--- config.mk ---
export PLATFORM = sky130hd
export DESIGN_NAME = lohs_cell
export DESIGN_NICKNAME = d
export VERILOG_FILES = /design/src/rtl/core/lohs_pkg.sv /design/src/rtl/core/lohs_cell.sv
export SDC_FILE = /design/constraint.sdc
export NUM_CORES = 1
export LEC_CHECK = 0
export BUFFER_PORTS_ARGS = -buffer_cell sky130_fd_sc_hd__buf_4
export CAP_MARGIN = 20
export CORE_AREA = 2 2 207 209
export DETAILED_ROUTE_END_ITERATION = 8
export DIE_AREA = 0 0 209 211
export SLEW_MARGIN = 20
export SYNTH_ARGS = -nofsm -noshare
export SYNTH_HDL_FRONTEND = slang
export SYNTH_SLANG_ARGS = --single-unit
--- constraint.sdc ---
create_clock -name clk -period 2 [get_ports clk]
set_input_delay 0.4 -clock clk [delete_from_list [all_inputs] [get_ports clk]]
set_output_delay 0.4 -clock clk [all_outputs]
set_load 0.01 [all_outputs]
--- src/rtl/core/lohs_pkg.sv ---
// Shared types and constants for the LRU ordered history set.
`timescale 1ns / 1ps

package lohs_pkg;

    // Fixed field widths of the request and result ports
    localparam int KEY_W       = 64;
    localparam int FP_PORT_W   = 64;
    localparam int SLOT_PORT_W = 4;
    localparam int FILL_PORT_W = 5;

    // Request commands
    typedef enum logic [1:0] {
        CMD_LOOKUP_OFFSET = 2'd0,
        CMD_LOOKUP_ADDR   = 2'd1,
        CMD_INSERT        = 2'd2,
        CMD_TOUCH         = 2'd3
    } lohs_cmd_t;

    // Sequencer states
    typedef enum logic {
        ST_IDLE    = 1'b0,
        ST_RESOLVE = 1'b1
    } lohs_state_t;

    // Per-cell control from the sequencer
    typedef struct packed {
        logic shift;    // load the entry handed over by the left neighbor
        logic cmp_en;   // capture the key compare for a new request
        logic by_addr;  // compare the address key instead of the offset key
    } lohs_cell_ctl_t;

endpackage

--- src/rtl/core/lohs_cell.sv ---
// One recency position of the chain: entry storage, key compare and shift.
`timescale 1ns / 1ps

module lohs_cell #(
    parameter int FOOTPRINT_BITS = 64,
    parameter int SLOT_W         = 4
) (
    input  logic                          clk,
    input  logic                          rst_n,
    input  lohs_pkg::lohs_cell_ctl_t      ctl,
    input  logic [lohs_pkg::KEY_W-1:0]    offset_key,
    input  logic [lohs_pkg::KEY_W-1:0]    address_key,
    input  logic [lohs_pkg::KEY_W-1:0]    prev_offset_key,
    input  logic [lohs_pkg::KEY_W-1:0]    prev_address_key,
    input  logic [FOOTPRINT_BITS-1:0]     prev_footprint,
    input  logic [SLOT_W-1:0]             prev_slot,
    output logic [lohs_pkg::KEY_W-1:0]    cell_offset_key,
    output logic [lohs_pkg::KEY_W-1:0]    cell_address_key,
    output logic [FOOTPRINT_BITS-1:0]     cell_footprint,
    output logic [SLOT_W-1:0]             cell_slot,
    output logic                          match
);
    import lohs_pkg::*;

    logic [KEY_W-1:0]          okey_reg;
    logic [KEY_W-1:0]          akey_reg;
    logic [FOOTPRINT_BITS-1:0] fp_reg;
    logic [SLOT_W-1:0]         slot_reg;
    logic                      match_reg;
    logic                      match_next;

    // Compare the selected request key against this entry
    always_comb
    begin
        if (ctl.by_addr)
        begin
            match_next = (akey_reg == address_key);
        end
        else
        begin
            match_next = (okey_reg == offset_key);
        end
    end

    // Hold the compare result until the request resolves
    always_ff @(posedge clk or negedge rst_n)
    begin
        if (!rst_n)
        begin
            match_reg <= 1'b0;
        end
        else if (ctl.cmp_en)
        begin
            match_reg <= match_next;
        end
    end

    // Take the neighbor's entry when the chain advances
    always_ff @(posedge clk)
    begin
        if (ctl.shift)
        begin
            okey_reg <= prev_offset_key;
            akey_reg <= prev_address_key;
            fp_reg   <= prev_footprint;
            slot_reg <= prev_slot;
        end
    end

    assign cell_offset_key  = okey_reg;
    assign cell_address_key = akey_reg;
    assign cell_footprint   = fp_reg;
    assign cell_slot        = slot_reg;
    assign match            = match_reg;

endmodule

==> impl_summary.log <==
[metrics] outcome: finished clean
[metrics] routed wire length per instance: 18.5 um
[metrics] antenna violations before repair: 1
[metrics] number of detailed-route iterations in the first pass: 4
[metrics] number of clock buffers inserted by TritonCTS: 17
[metrics] area delta synth->final: 73.1%
[metrics] # clock sinks: 197
[metrics] fraction of registers with async set/reset: 0.508%
[metrics] Net Switching: 2.64 mW
[metrics] setup violation total in the final timing report: 0
[metrics] placeable core region: 41800 um^2
[metrics] maximum achievable frequency: 517 MHz
[metrics] post-detailed-routing wire length: 28100 um
[metrics] vertical die dimension: 211 um
[metrics] netlist area before placement: 7430 um^2
[metrics] weighted congestion reported at the end of routability-driven placement: 0.916
[metrics] max-slew violation count: 0
[metrics] RSZ-0062 raised after global routing: true
[metrics] Post-synth EDFFs: 196
[metrics] critical path class: reg -> reg
[metrics] Congestion Overflow GR: 0
[metrics] number of routed nets with antenna violations: 0
[metrics] share of layout cells above drive strength 1: 59.9%
[metrics] proportion of power drawn by the clock network: 33.3%
[metrics] total via count in the routed design: 5690
[metrics] fill cell instance count of the final layout: 4227
[metrics] cell count after synthesis: 397
[metrics] portion of the post-synthesis area used by sequential elements: 79.6%
[metrics] first-pass GRT wire length: 38800 um
[metrics] clock tree from TritonCTS: built
[metrics] Flop pwr share: 50.2%
[metrics] required time worst endpoint: 2.40 ns
[metrics] summed negative setup slack over all endpoints: 0 ns
[metrics] DRC violation count after routing: 0
[metrics] cell area after placement: 12200 um^2
[metrics] commonest register cell after synthesis: sky130_fd_sc_hd__edfxtp_1
[metrics] worst hold slack after final layout: 0.0968 ns
[metrics] source-to-sink clock delay at the later pin of the worst-skew pair: 0.47 ns
[metrics] Cell Rows: 75
[metrics] via count normalized by instance count: 3.75
[metrics] Leak Pwr: 5.33 nW
[metrics] H-Tree Depth: 4
[metrics] cell internal power dissipation: 7.57 mW
[metrics] type of destination of the critical path: register
[metrics] DRC violation total after the first TritonRoute iteration: 299
[metrics] net total in the final layout: 1293
[metrics] area of the die: 44100 um^2
[metrics] power per cell area: 794 nW/um^2
[metrics] shortest clock period the worst path allows after layout: 1.94 ns
[metrics] synthesized net count: 726
[metrics] synthesis-stage register bit count: 197
[metrics] share of the cycle needed by the critical path after routing: 96.8%
[metrics] Crit Path Max Fanout: 2
[metrics] tightest slew margin relative to the limit: 65.8%
[metrics] final standard cell area without fillers: 12900 um^2
[metrics] gr usage total: 12.4%
[metrics] total count of hold-check failures in the final report: 0
[metrics] final HPWL from detailed placement: 23500 um
[metrics] Cell variety after synth: 25
[metrics] arrival time at the worst endpoint: 2.34 ns
[metrics] worst setup slack for register-to-register paths: 0.06 ns
[metrics] worst ir drop on vdd: 0.507 mV
[metrics] pin count of the biggest net entering global routing: 44
[metrics] Worst Setup Start Kind: register
[metrics] cell chosen for the clock root: sky130_fd_sc_hd__clkbuf_16
[metrics] max capacitance violation total: 0
[metrics] clock skew: 0.00730 ns
[metrics] Worst Max-Slew Pin Slew: 0.512 ns
[metrics] Clock Pin Slew Worst Setup and Hold Paths: 0.08 ns
[metrics] post-synthesis area per instance: 18.7 um^2
[metrics] effective utilization at floorplan: 17.8%
[metrics] power share of the combinational group: 16.5%
[metrics] # port buffers: 525
[metrics] synthesis warning total: 0
[metrics] number of ports placed on the die boundary: 526
[metrics] buffers from clock root to sink, at most: 2
[metrics] die width: 209 um
[metrics] class of the worst hold path: in -> reg
[metrics] via count of the first global-routing pass: 5998
[metrics] Sw Ratio: 25.9%
==> power by group through the flow <==
stage	combinational, mW	sequential (mW)	clock (mW)
floorplan	0.292	5.33	0
global placement	1.68	5.22	0
detailed placement	1.69	5.22	0
CTS	1.71	5.13	3.55
global route	1.80	5.16	3.67
finish	1.69	5.13	3.39
==> path summary, 6_finish.rpt <==
check,from,to,cells past startpoint
setup / recovery,cell_address_key[6]$_DFFE_PP_,match$_DFFE_PN0P_,6
hold / removal,prev_address_key[16],cell_address_key[16]$_DFFE_PP_,1
setup reg to reg,cell_address_key[6]$_DFFE_PP_,match$_DFFE_PN0P_,6
hold reg to reg,match$_DFFE_PN0P_,match$_DFFE_PN0P_,3
max in group asynchronous,rst_n,match$_DFFE_PN0P_,2
min in group asynchronous,rst_n,match$_DFFE_PN0P_,2
==> what timing repair did <==
item	in CTS	in global routing
pin swaps	3	3
hold buffers	1	0
setup buffers	2	1
setup endpoints to repair	1	1
gates resized for setup	3	2
endpoints found under the hold margin	1	0
==> stage by stage <==
step	setup WS, ns	power [mW]	util (%)	instances
3_3_place_gp	-0.240	6.89	29.3	1480
4_1_cts	0.00324	10.4	30.7	1515
5_1_grt	-0.00466	10.6	30.8	1517
2_1_floorplan	0.457	5.62	-	397
3_5_place_dp	-0.250	6.92	29.3	1480
6_report	0.0644	10.2	30.8	1517
==> cell usage after synthesis (2+ instances only) <==
library cell                  n  area share, %
sky130_fd_sc_hd__nor2_1       3           0.15
sky130_fd_sc_hd__edfxtp_1   196             79
sky130_fd_sc_hd__o22ai_1      5           0.42
sky130_fd_sc_hd__nor2b_1      2           0.17
sky130_fd_sc_hd__xor2_1      16            1.9
sky130_fd_sc_hd__o2111ai_1    2           0.24
sky130_fd_sc_hd__xnor2_1     90             11
sky130_fd_sc_hd__inv_1       22            1.1
sky130_fd_sc_hd__o2bb2ai_1    4           0.47
sky130_fd_sc_hd__nand2b_1     3           0.25
sky130_fd_sc_hd__nand3_1      3           0.20
sky130_fd_sc_hd__nor4_1       9           0.76
sky130_fd_sc_hd__a222oi_1     2           0.27
sky130_fd_sc_hd__nor3_1       3           0.20
sky130_fd_sc_hd__a22o_1       4           0.47
sky130_fd_sc_hd__nand4_1     24            2.0
==> layout make-up <==
type / instances / area (um^2) / area share, %
sequential: 197 / 5910 / 46.0
clock buffer: 17 / 425 / 3.31
timing repair buffer: 548 / 4150 / 32.3
antenna: 1 / 2.50 / 0.0195
multi-input combinational: 178 / 1470 / 11.4
tap: 539 / 674 / 5.25
inverter: 22 / 82.6 / 0.642
clock inverter: 15 / 141 / 1.10
==> kinds of logic (layout without fill, tap and decap cells) <==
kind of cell    Yosys count  count (layout)  synth area share [%]
other cells               0               1                     0
flops                   197             197                  79.6
xor+xnor                106             106                  12.5
buf+inv                  22             602                  1.11
simple gates             49              49                  4.01
compound gates           23              23                  2.80
==> critical path, stage by stage, from the launching register on <==
cell	delay, ns
sky130_fd_sc_hd__edfxtp_1	0.45
sky130_fd_sc_hd__xnor2_1	0.20
sky130_fd_sc_hd__nand4_1	0.23
sky130_fd_sc_hd__nor4_2	0.52
sky130_fd_sc_hd__buf_4	0.21
sky130_fd_sc_hd__nand3_1	0.12
sky130_fd_sc_hd__o21ai_2	0.15
==> routing by layer <==
metal  GRT usage, %  vias to the layer above  share of wire, %
met1           14.5                     2702                40
met3           4.62                       33               8.0
met4           5.69                        0               2.2
met2           20.4                      297                50
li1               -                     2658                 -
met5              0                        -                 0
==> layout by cell type (no fill, tap or decap), drive strengths merged, types with 2 or more instances in the layout <==
cell	instances
a22o	4
buf	546
nor3	3
clkinv	7
o2111ai	2
nor2	3
nor2b	2
nand4	24
clkbuf	18
edfxtp	196
xor2	16
nand3	3
a222oi	2
nor4	9
nand2b	3
o2bb2ai	4
o22ai	5
o21ai	2
xnor2	90
inv	30
Power figures use the tool's default switching activity.
